--- config.mk ---
export PLATFORM = sky130hd
export DESIGN_NAME = qmis_divider
export DESIGN_NICKNAME = d
export VERILOG_FILES = /design/src/sv/queue_machine_instruction_step_assert.svh /design/src/sv/qmis_pkg.sv /design/src/sv/qmis_divider.sv
export SDC_FILE = /design/constraint.sdc
export NUM_CORES = 1
export LEC_CHECK = 0
export CAP_MARGIN = 30
export CORE_ASPECT_RATIO = 1.1
export CORE_MARGIN = 2
export CORE_UTILIZATION = 64
export DETAILED_ROUTE_END_ITERATION = 8
export DONT_BUFFER_PORTS = 1
export GPL_TIMING_DRIVEN = 1
export PLACE_DENSITY = 0.8
export REMOVE_ABC_BUFFERS = 1
export SLEW_MARGIN = 20
export SYNTH_ARGS = -nofsm -noshare
export SYNTH_HDL_FRONTEND = slang
export SYNTH_SLANG_ARGS = --single-unit
export TNS_END_PERCENT = 1
--- constraint.sdc ---
create_clock -name clk -period 3.5 [get_ports clk]
set_input_delay 0.175 -clock clk [delete_from_list [all_inputs] [get_ports clk]]
set_output_delay 0.175 -clock clk [all_outputs]
set_load 0.01 [all_outputs]
--- src/sv/queue_machine_instruction_step_assert.svh ---
// assertion macros for the queue machine instruction step
`ifndef QUEUE_MACHINE_INSTRUCTION_STEP_ASSERT_SVH
`define QUEUE_MACHINE_INSTRUCTION_STEP_ASSERT_SVH

// implication checked every clock, quiet during reset
`define QMIS_ASSERT_IMP(label, ante, cons) \
    label: assert property (@(posedge clk) disable iff (!rst_n) (ante) |-> (cons)) \
        else $error("assertion failed");

// next-cycle implication
`define QMIS_ASSERT_NEXT(label, ante, cons) \
    label: assert property (@(posedge clk) disable iff (!rst_n) (ante) |=> (cons)) \
        else $error("assertion failed");

`endif

--- src/sv/qmis_pkg.sv ---
// package: widths, opcodes and shared types of the queue machine
package qmis_pkg;

    localparam int QUEUE_DEPTH_DEF   = 256;
    localparam int PROGRAM_DEPTH_DEF = 1024;
    localparam int NUM_REGS_DEF      = 26;

    localparam int ACTION_W = 5;
    localparam int DATA_W   = 16;
    localparam int REGIDX_W = 5;
    localparam int TARGET_W = 10;
    localparam int LINE_W   = 11;

    typedef enum logic [ACTION_W-1:0] {
        OP_PUSH     = 5'd0,
        OP_ADD      = 5'd1,
        OP_SUB      = 5'd2,
        OP_MUL      = 5'd3,
        OP_DIV      = 5'd4,
        OP_MOD      = 5'd5,
        OP_SETREG   = 5'd6,
        OP_GETREG   = 5'd7,
        OP_PRINTQ   = 5'd8,
        OP_PRINTREG = 5'd9,
        OP_CHARQ    = 5'd10,
        OP_CHARREG  = 5'd11,
        OP_LABEL    = 5'd12,
        OP_JUMP     = 5'd13,
        OP_JZ       = 5'd14,
        OP_JEQ      = 5'd15,
        OP_JGT      = 5'd16,
        OP_QUIT     = 5'd17
    } opcode_t;

    typedef struct packed {
        logic [ACTION_W-1:0] action;
        logic [DATA_W-1:0]   immediate;
        logic [REGIDX_W-1:0] reg_a;
        logic [REGIDX_W-1:0] reg_b;
        logic [TARGET_W-1:0] target_line;
    } instr_t;

    typedef struct packed {
        logic [LINE_W-1:0] next_line;
        logic              halted;
        logic              print_valid;
        logic              print_is_char;
        logic [DATA_W-1:0] print_value;
        logic              queue_overflow;
    } result_t;

    // divider handshake
    typedef struct packed {
        logic start;
        logic is_mod;
    } div_ctl_t;

endpackage

--- src/sv/qmis_divider.sv ---
// radix-2 restoring divider, one quotient bit per cycle, zero divisor gives 0
module qmis_divider (
    input  logic                     clk,
    input  logic                     rst_n,
    input  qmis_pkg::div_ctl_t       ctl,
    input  logic [qmis_pkg::DATA_W-1:0] dividend,
    input  logic [qmis_pkg::DATA_W-1:0] divisor,
    output logic                     done,
    output logic [qmis_pkg::DATA_W-1:0] result
);
    import qmis_pkg::*;

    localparam int CNT_W = $clog2(DATA_W + 1);

    logic              busy_reg, busy_next;
    logic              mod_reg, mod_next;
    logic [CNT_W-1:0]  cnt_reg, cnt_next;
    logic [DATA_W-1:0] quo_reg, quo_next;
    logic [DATA_W-1:0] rem_reg, rem_next;
    logic [DATA_W-1:0] den_reg, den_next;
    logic              done_reg, done_next;
    logic [DATA_W:0]   trial;
    logic [DATA_W:0]   diff;

    assign trial = {rem_reg, quo_reg[DATA_W-1]};
    assign diff  = trial - {1'b0, den_reg};

    always_comb
    begin
        busy_next = busy_reg;
        mod_next  = mod_reg;
        cnt_next  = cnt_reg;
        quo_next  = quo_reg;
        rem_next  = rem_reg;
        den_next  = den_reg;
        done_next = 1'b0;
        if (ctl.start)
        begin
            busy_next = 1'b1;
            mod_next  = ctl.is_mod;
            cnt_next  = CNT_W'(DATA_W);
            quo_next  = dividend;
            rem_next  = '0;
            den_next  = divisor;
        end
        else if (busy_reg)
        begin
            if (diff[DATA_W])
            begin
                rem_next = trial[DATA_W-1:0];
                quo_next = {quo_reg[DATA_W-2:0], 1'b0};
            end
            else
            begin
                rem_next = diff[DATA_W-1:0];
                quo_next = {quo_reg[DATA_W-2:0], 1'b1};
            end
            cnt_next = cnt_reg - CNT_W'(1);
            if (cnt_reg == CNT_W'(1))
            begin
                busy_next = 1'b0;
                done_next = 1'b1;
            end
        end
    end

    always_ff @(posedge clk or negedge rst_n)
    begin
        if (!rst_n)
        begin
            busy_reg <= 1'b0;
            done_reg <= 1'b0;
            cnt_reg  <= '0;
        end
        else
        begin
            busy_reg <= busy_next;
            done_reg <= done_next;
            cnt_reg  <= cnt_next;
        end
    end

    always_ff @(posedge clk)
    begin
        mod_reg <= mod_next;
        quo_reg <= quo_next;
        rem_reg <= rem_next;
        den_reg <= den_next;
    end

    assign done   = done_reg;
    assign result = (den_reg == '0) ? '0 : (mod_reg ? rem_reg : quo_reg);

endmodule
==> out/summary.txt, run 1 <==
Die ar.: 6620 µm²
CTS Buf Count: 5
Met2 Wirelength: 4160 µm
Final Total Pwr: 2.97 mW
Leak: 1.66 nW
Seq/Total Area, Yosys: 38.8%
Die Height: 85.1 µm
Max Used Layer: met4
endpoint type of the worst setup path: flip-flop
CTS tree: built
PwrDens: 724 nW/µm²
Final setup violation count: 0
skew final: 0.00922 ns
Clock Tree Buf Depth: 2
Crit path arrival time: 2.81 ns
max cap viols: 0
I/O Buffers: 0
Post-CTS Setup Inserts: 0
maximum clock rate: 367 MHz
GRT Total Usage: 26.9%
global route overflow: 0
data required time of the worst path: 3.58 ns
Final Cell Area: 4100 µm²
CTS H-tree depth: 2
ANT nets after route: 0
Slew Viols, Final: 0
relative slew slack: 42.3%
cell area after synthesis: 3830 µm²
status: completed
ys flop type: edfxtp_1
Layout Utilization: 71.1%
area delta synth->final: 7.15%
EDFF count, synth: 33
WL met3: 425 µm
CTS root buf: clkbuf_8
clock sink count: 56
setup TNS: 0 ns
fin nets: 451
Final HPWL DP: 6110 µm
# IOs: 53
PostCTS Resize Cnt: 0
Syn Inst Count: 394
Tightest Hold Check Type: input pin to flip-flop
Iter 0 DRT Violations: 168
Diodes inserted: 0
Worst-Skew Late Latency: 0.32 ns
WL/cell: 18.2 µm
layout cells sized above 1: 12.1%
vias in the first global route: 2838
placed cell area: 3790 µm²
synth warn: 0
initial antenna violation count: 0
routed vias/inst: 6.34
post-synthesis async set-or-reset flop share: 12.5%
syn_area_per_cell: 9.72 µm²
drt drc: 0
fin crit share: 77.9%
#FFs+latches synth: 56
pin count of the biggest net entering global routing: 48
Distinct cells, synth: 70
Die X: 77.8 µm
Met1 Wirelength: 3600 µm
drt first pass iters: 5
final hold viol count: 0
RSZ-0062 raised after global routing: false
total wire length: 8630 µm
DR vias: 3003
CP Launch Type: flip-flop
slew at the pin closest to its max-slew limit: 0.866 ns
core footprint: 5770 µm²
Setup CP Type: flip-flop to flip-flop
Placer Congestion: 0.935
Crit Path Max Fanout: 13
first-pass GRT wire length: 13900 µm
Initial Util: 66.4%
row count: 29
VDD IR max: 0.415 mV
Period minus WS final: 2.73 ns
Worst-path clk slew: 0.11 ns
logic make-up after synthesis:
family                     count (synthesis)  share of synthesized area, %
DFF                                       56                          38.8
AOI/OAI and AO/OA                         87                          17.4
and+or+nand+nor                          138                          19.3
adders and majority gates                 19                          6.40
buffers and inverters                     49                          6.21
muxes                                     32                          8.85
xor gates and xnor gates                  13                          2.97
critical path, stage by stage, from the launching register on:
cell	delay, ns
edfxtp_1	0.40
inv_1	0.05
ha_1	0.21
fa_1	0.39
nand2b_1	0.22
a21oi_2	0.26
o211ai_4	0.14
o21a_1	0.36
nor3_1	0.34
o21ai_0	0.11
cells in the final DEF, fill, tap and decap left out, drive strengths merged, types with 16 or more instances in the layout:
cell,count
nor2,44
edfxtp,33
nand2,24
inv,23
ha,18
dlygate4sd3,18
mux2i,17
dfxtp,16
area by class of cell:
| type | count | area (µm²) |
|---|---|---|
| Multi-Input combinational cell | 289 | 2110 |
| Fill cell | 413 | 1670 |
| Sequential cell | 56 | 1490 |
| Timing Repair Buffer | 22 | 223 |
| Tap cell | 77 | 96.3 |
| Clock buffer | 6 | 93.8 |
| Inverter | 22 | 82.6 |
| Clock inverter | 2 | 16.3 |
worst paths after layout:
| kind | from | to | slack [ns] | cells after the start |
|---|---|---|---|---|
| max | quo_reg[15] | quo_reg[0] | 0.77 | 9 |
| min | ctl[1] | rem_reg[0] | 0.009 | 1 |
| max reg2reg | quo_reg[15] | quo_reg[0] | 0.77 | 9 |
| min reg2reg | busy_reg | busy_reg | 0.50 | 1 |
| max in group asynchronous | rst_n | cnt_reg[3] | 3.10 | 1 |
| min in group asynchronous | rst_n | busy_reg | 0.16 | 1 |
through the flow:
step,hold slack [ns],std cells,setup slack [ns]
after floorplan,-0.121,367,0.901
after global placement,-0.120,447,0.881
after detailed placement,-0.120,447,0.773
after CTS,0.00910,474,0.786
after global routing,0.0178,474,0.518
final,0.00896,474,0.774
synth_stat cells, types with 8 or more instances:
master    instances  area [µm²]
nand4_1           8        50.1
nor2_1           42         158
inv_1            22        82.6
dfxtp_1          16         320
edfxtp_1         33         991
o21ai_0          12        60.1
nand2b_1         12        75.1
mux2i_1          17         170
a21oi_1          13        65.1
xnor2_1          10        87.6
clkbuf_1         15        56.3
ha_1             18         225
o31ai_1           8        60.1
mux2_2           15         169
nand2_1          24        90.1
nor3b_1           9        67.6
report_power, final:
| part | internal (mW) | switching, mW |
|---|---|---|
| clock | 0.189 | 0.231 |
| sequential | 0.866 | 0.186 |
| combinational | 0.624 | 0.877 |
metal layers:
| metal | global-route usage (%) | vias up |
|---|---|---|
| met1 | 34.6 | 1416 |
| met2 | 43.7 | 97 |
| li1 | - | 1457 |
| met4 | 14.9 | 0 |
| met5 | 0 | - |
| met3 | 4.04 | 33 |
repair_timing:
action	CTS	global route
setup endpoints to repair	0	0
hold buffers	19	0
hold endpoints to repair	53	0
(Power assumes the default switching activity.)
==> run 2: changes to the inputs <==
--- a/config.mk
+++ b/config.mk
@@ -8,11 +8,11 @@
 export CAP_MARGIN = 30
 export CORE_ASPECT_RATIO = 1.1
 export CORE_MARGIN = 2
-export CORE_UTILIZATION = 64
+export CORE_UTILIZATION = 58
 export DETAILED_ROUTE_END_ITERATION = 8
 export DONT_BUFFER_PORTS = 1
 export GPL_TIMING_DRIVEN = 1
-export PLACE_DENSITY = 0.8
+export PLACE_DENSITY = 0.76
 export REMOVE_ABC_BUFFERS = 1
 export SLEW_MARGIN = 20
 export SYNTH_ARGS = -nofsm -noshare
==> constraint.sdc (replaced) <==
create_clock -name clk -period 2.5 [get_ports clk]
set_input_delay 0.125 -clock clk [delete_from_list [all_inputs] [get_ports clk]]
set_output_delay 0.125 -clock clk [all_outputs]
set_load 0.01 [all_outputs]
==> run 2 against run 1 <==
- first-iteration DRC count is 28% higher
- routed wire length is 12% higher
- clock power is 29% higher
- sequential cell count stayed put
- core utilization is 3.3 points lower
- register-to-register slack worse by 0.71 ns
- hold slack better by 0.0098 ns
- non-clock buffer count is 27 higher
==> out/summary.txt, run 2 (synthesis results as in run 1) <==
status: completed
CP cell instances: ha_2 > fa_2 > nand2b_4 > a21oi_4 > o211ai_4 > buf_4 > o21ai_2 > buf_6 > nand3_4 > a311o_1
Slowest cell on crit path: edfxtp_1
Placer Congestion: 0.892 (-4.6%)
Final HPWL DP: 6640 µm (+8.8%)
Leak: 1.80 nW (+8.1%)
commonest cells after routing, fill and taps aside: 42 x nor2_1, 33 x edfxtp_1, 27 x buf_4, 24 x nand2_1, 21 x inv_1
Period minus WS final: 2.44 ns (-0.286 ns)
RSZ-0062 raised after global routing: true
CTS tree: built
Worst-Skew Late Latency: 0.32 ns (about the same)
most common cell after layout, fill and taps aside: nor2_1
pin count of the biggest net entering global routing: 40 (-17%)
slew at the pin closest to its max-slew limit: 0.651 ns (-0.215 ns)
Die X: 81.5 µm (+4.8%)
DR vias: 3182 (+6.0%)
Slew Viols, Final: 0 (unchanged)
routed vias/inst: 6.29 (-0.74%)
setup TNS: 0 ns (unchanged)
core footprint: 6480 µm² (+12%)
# IOs: 53 (unchanged)
area delta synth->final: 14.7%
fin cells: 506 (+6.8%)
dpl cells: 474 (+6.0%)
initial antenna violation count: 0 (unchanged)
WL/cell: 19.2 µm (+5.3%)
fill count: 502 (+22%)
fin nets: 478 (+6.0%)
GRT Total Usage: 26.8% (-0.086 points)
Worst-path clk slew: 0.11 ns (about the same)
Die ar.: 7270 µm² (+9.8%)
met2 Resource Use GR: 48.9% (+5.2 points)
skew final: 0.00886 ns (-0.000360 ns)
drt first pass iters: 5 (unchanged)
Diodes inserted: 0 (unchanged)
fin crit share: 97.6% (+20 points)
Clock Tree Buf Depth: 2 (unchanged)
multi-input logic area: 2190 µm² (+3.9%)
final hold viol count: 0 (unchanged)
CTS H-tree depth: 2 (unchanged)
layout cells sized above 1: 21.0% (+8.9 points)
Crit Path Max Fanout: 8 (-5)
met3 global-route usage: 3.74% (-0.31 points)
global route overflow: 0 (unchanged)
vias in the first global route: 2988 (+5.3%)
I/O Buffers: 0 (unchanged)
endpoint type of the worst setup path: flip-flop
total wire length: 9700 µm (+12%)
data required time of the worst path: 2.72 ns (-0.86 ns)
row count: 31 (+6.9%)
Hold Path Stages: 2 (+1)
Initial Util: 59.1% (-7.3 points)
placed cell area: 3970 µm² (+4.5%)
first-pass GRT wire length: 14400 µm (+3.8%)
met1 usage: 31.7% (-2.9 points)
Iter 0 DRT Violations: 215 (+28%)
relative slew slack: 56.6% (+14 points)
max cap viols: 0 (unchanged)
CP Launch Type: flip-flop
slowest stage delay, CP: 0.41 ns (about the same)
worst hold margin: 0.0188 ns (+0.00984 ns)
Most Crowded Layer GR: met2
clock sink count: 56 (unchanged)
CTS Buf Count: 5 (unchanged)
Die Height: 89.2 µm (+4.8%)
Setup CP Type: flip-flop to flip-flop
Crit path arrival time: 2.66 ns (-0.15 ns)
Final setup violation count: 0 (unchanged)
maximum clock rate: 410 MHz (+12%)
ANT nets after route: 0 (unchanged)
Tightest Hold Check Type: input pin to flip-flop
VDD IR max: 0.627 mV (+51%)
Final Cell Area: 4390 µm² (+7.0%)
CTS root buf: clkbuf_8
FF+latch area: 1490 µm² (about the same)
drt drc: 0 (unchanged)
PwrDens: 1020 nW/µm² (+40%)
Worst R2R Path Depth: 10 (+1)
[run 2: area by class of cell]
class | count | area share, %
clock buffer | 6 | 1.88
clock inverter | 2 | 0.313
inverter | 22 | 1.88
multi-input combinational | 289 | 49.8
sequential | 56 | 33.9
tap | 82 | 2.34
timing repair buffer | 49 | 9.91
[run 2: where the power goes]
group	leakage, nW	switching, mW	internal, mW
sequential	0.553	0.257	1.21
combinational	1.19	1.36	1.09
clock	0.0516	0.314	0.228
[run 2: worst max-delay path, delay by kind of cell, from the launching register on]
kind            cells  cell delay [ns]
simple gates        2             0.29
fa+ha+maj           2             0.54
flops               1             0.41
buf+inv             2             0.32
compound gates      4             0.77
[run 2: through the flow]
stage | util [%] | power (mW) | setup WS, ns
after global routing | 67.8 | 4.72 | -0.0625
after floorplan | - | 3.01 | -0.0995
after global placement | 61.2 | 3.63 | 0.0392
after detailed placement | 61.2 | 3.69 | -0.0285
after CTS | 66.3 | 4.30 | -0.0201
final | 67.8 | 4.46 | 0.0605
[run 2: repair_timing]
action / 4_1_cts / 5_1_grt
gates resized for setup: 5 / 18
endpoints found under the hold margin: 57 / 0
setup buffers: 0 / 4
endpoints found under the setup margin: 4 / 17
hold buffers: 20 / 0
pin swaps: 1 / 8
[run 2: path summary, 6_finish.rpt]
check	start	endpoint	slack, ns
max in group asynchronous	rst_n	cnt_reg[0]	2.14
min reg2reg	cnt_reg[4]	cnt_reg[4]	0.57
max reg2reg	den_reg[0]	rem_reg[7]	0.06
max	den_reg[0]	rem_reg[7]	0.06
min	dividend[0]	quo_reg[0]	0.02
min in group asynchronous	rst_n	cnt_reg[3]	0.12
[run 2: per-layer routing]
layer	wire length [µm]	vias up
li1	-	1511
met1	3820	1514
met2	5060	121
met3	457	36
met4	368	0
met5	0	-
==> run 3: changes to the inputs <==
--- a/config.mk
+++ b/config.mk
@@ -14,6 +14,7 @@
 export GPL_TIMING_DRIVEN = 1
 export PLACE_DENSITY = 0.76
 export REMOVE_ABC_BUFFERS = 1
+export SETUP_SLACK_MARGIN = 0.1
 export SLEW_MARGIN = 20
 export SYNTH_ARGS = -nofsm -noshare
 export SYNTH_HDL_FRONTEND = slang
==> run 3 against run 2 <==
- non-clock buffer count rose by 5
- core utilization rose by 0.71 points
- cell count rose by 0.99%
- critical endpoint is now rem_reg[12]
==> out/summary.txt, run 3 (synthesis results as in run 1) <==
status: completed
routed vias/inst: 6.17 (-1.8%)
drt drc: 0 (unchanged)
RSZ-0062 raised after global routing: true
data required time of the worst path: 2.72 ns (about the same)
multi-input logic area: 2190 µm² (+0.23%)
skew final: 0.00753 ns (-0.00133 ns)
Final Cell Area: 4440 µm² (+1.1%)
CTS H-tree depth: 2 (unchanged)
DR vias: 3155 (-0.85%)
post-place setup slack: -0.0285 ns (unchanged)
drt first pass iters: 4 (-1)
area delta synth->final: 15.9%
dpl cells: 474 (unchanged)
relative slew slack: 56.7% (+0.10 points)
slowest stage delay, CP: 0.41 ns (about the same)
VDD IR max: 0.626 mV (-0.18%)
Diodes inserted: 0 (unchanged)
slew at the pin closest to its max-slew limit: 0.649 ns (-0.00150 ns)
Final setup violation count: 0 (unchanged)
total wire length: 9600 µm (-1.0%)
fin nets: 483 (+1.0%)
core footprint: 6480 µm² (unchanged)
Final Total Pwr: 4.55 mW (+1.9%)
CP Launch Type: flip-flop
vias in the first global route: 3077 (+3.0%)
layout cells sized above 1: 21.7% (+0.69 points)
CP dominant cell by count: buf_4
global route overflow: 0 (unchanged)
setup TNS: 0 ns (unchanged)
fill count: 500 (-0.40%)
Placer Congestion: 0.892 (unchanged)
PwrDens: 1030 nW/µm² (+0.88%)
fin crit share: 96.5% (-1.1 points)
GRT Total Usage: 27.7% (+0.83 points)
I/O Buffers: 0 (unchanged)
clock sink count: 56 (unchanged)
Crit Path Max Fanout: 7 (-1)
commonest cells after routing, fill and taps aside: 42 x nor2_1, 33 x edfxtp_1, 31 x buf_4, 24 x nand2_1, 21 x inv_1
max cap viols: 0 (unchanged)
Iter 0 DRT Violations: 199 (-7.4%)
Crit path max-delay family: compound AO/OA/AOI/OAI gates
placed cell area: 3970 µm² (unchanged)
pin count of the biggest net entering global routing: 40 (unchanged)
Initial Util: 59.1% (unchanged)
Die X: 81.5 µm (unchanged)
Worst-path clk slew: 0.10 ns (about the same)
FF+latch area: 1490 µm² (unchanged)
most common cell after layout, fill and taps aside: nor2_1
endpoint type of the worst setup path: flip-flop
row count: 31 (unchanged)
Slowest cell on crit path: edfxtp_1
Die ar.: 7270 µm² (unchanged)
CTS tree: built
Setup CP Type: flip-flop to flip-flop
Worst-Skew Late Latency: 0.32 ns (about the same)
CP cell instances: ha_2 > fa_2 > nand2b_4 > a21oi_4 > o211ai_4 > buf_4 > o21ai_4 > buf_6 > nand3_4 > buf_4 > a31o_1
CP bufs+invs: 3 (+1)
maximum clock rate: 414 MHz (+1.1%)
CTS root buf: clkbuf_8
fin cells: 511 (+0.99%)
Crit path arrival time: 2.63 ns (-0.03 ns)
Final HPWL DP: 6640 µm (unchanged)
first-pass GRT wire length: 14900 µm (+3.5%)
Die Height: 89.2 µm (unchanged)
initial antenna violation count: 0 (unchanged)
Slew Viols, Final: 0 (unchanged)
Period minus WS final: 2.41 ns (-0.0266 ns)
setup ws final: 0.0872 ns (+0.0266 ns)
CTS Buf Count: 5 (unchanged)
ANT nets after route: 0 (unchanged)
Clock Tree Buf Depth: 2 (unchanged)
Tightest Hold Check Type: input pin to flip-flop
final hold viol count: 0 (unchanged)
WL/cell: 18.8 µm (-2.0%)
Leak: 1.82 nW (+1.6%)
# IOs: 53 (unchanged)
run 3: changes by cell type in the layout (fill, tap and decap cells not counted), sizes merged:
cell	change
buf	+5
run 3: where the power goes:
part	switching, mW	internal [mW]	total, mW
clock	0.313	0.228	0.541
combinational	1.38	1.16	2.54
sequential	0.254	1.21	1.47
run 3: layout make-up:
class / count / share of cell area [%]
clock inverters: 2 / 0.310
flip-flops and latches: 56 / 33.5
clock buffers: 6 / 1.86
repair buffers: 54 / 10.7
multi-input cells: 289 / 49.4
well taps: 82 / 2.31
inverters: 22 / 1.86
run 3: worst paths after layout:
check | startpoint | endpoint | slack [ns] | cells past startpoint
worst max-delay path | den_reg[0] | rem_reg[12] | 0.09 | 11
worst min-delay path | dividend[0] | quo_reg[0] | 0.01 | 2
worst max register to register | den_reg[0] | rem_reg[12] | 0.09 | 11
worst min register to register | cnt_reg[4] | cnt_reg[4] | 0.57 | 2
max in group asynchronous | rst_n | cnt_reg[0] | 2.13 | 1
min in group asynchronous | rst_n | cnt_reg[3] | 0.12 | 1
run 3: what timing repair did:
item	CTS	global route
hold buffers	20	0
setup endpoints to repair	14	17
resized for setup	16	8
gates cloned	0	0
endpoints found under the hold margin	57	0
pin swaps	5	6
buffers inserted	5	4
run 3: stage by stage:
| step | utilization [%] | hold slack, ns |
|---|---|---|
| after CTS | 67.5 | 0.0107 |
| after global placement | 61.2 | -0.170 |
| final | 68.5 | 0.0118 |
| after global routing | 68.5 | 0.0135 |
| after detailed placement | 61.2 | -0.170 |
| after floorplan | - | -0.171 |
run 3: routing by layer:
| metal | part of all wire [%] | vias to the layer above | track usage [%] |
|---|---|---|---|
| li1 | - | 1528 | - |
| met1 | 38 | 1485 | 32.5 |
| met2 | 51 | 110 | 50.4 |
| met3 | 6.4 | 32 | 4.04 |
| met4 | 4.0 | 0 | 11.2 |
| met5 | 0 | - | 0 |
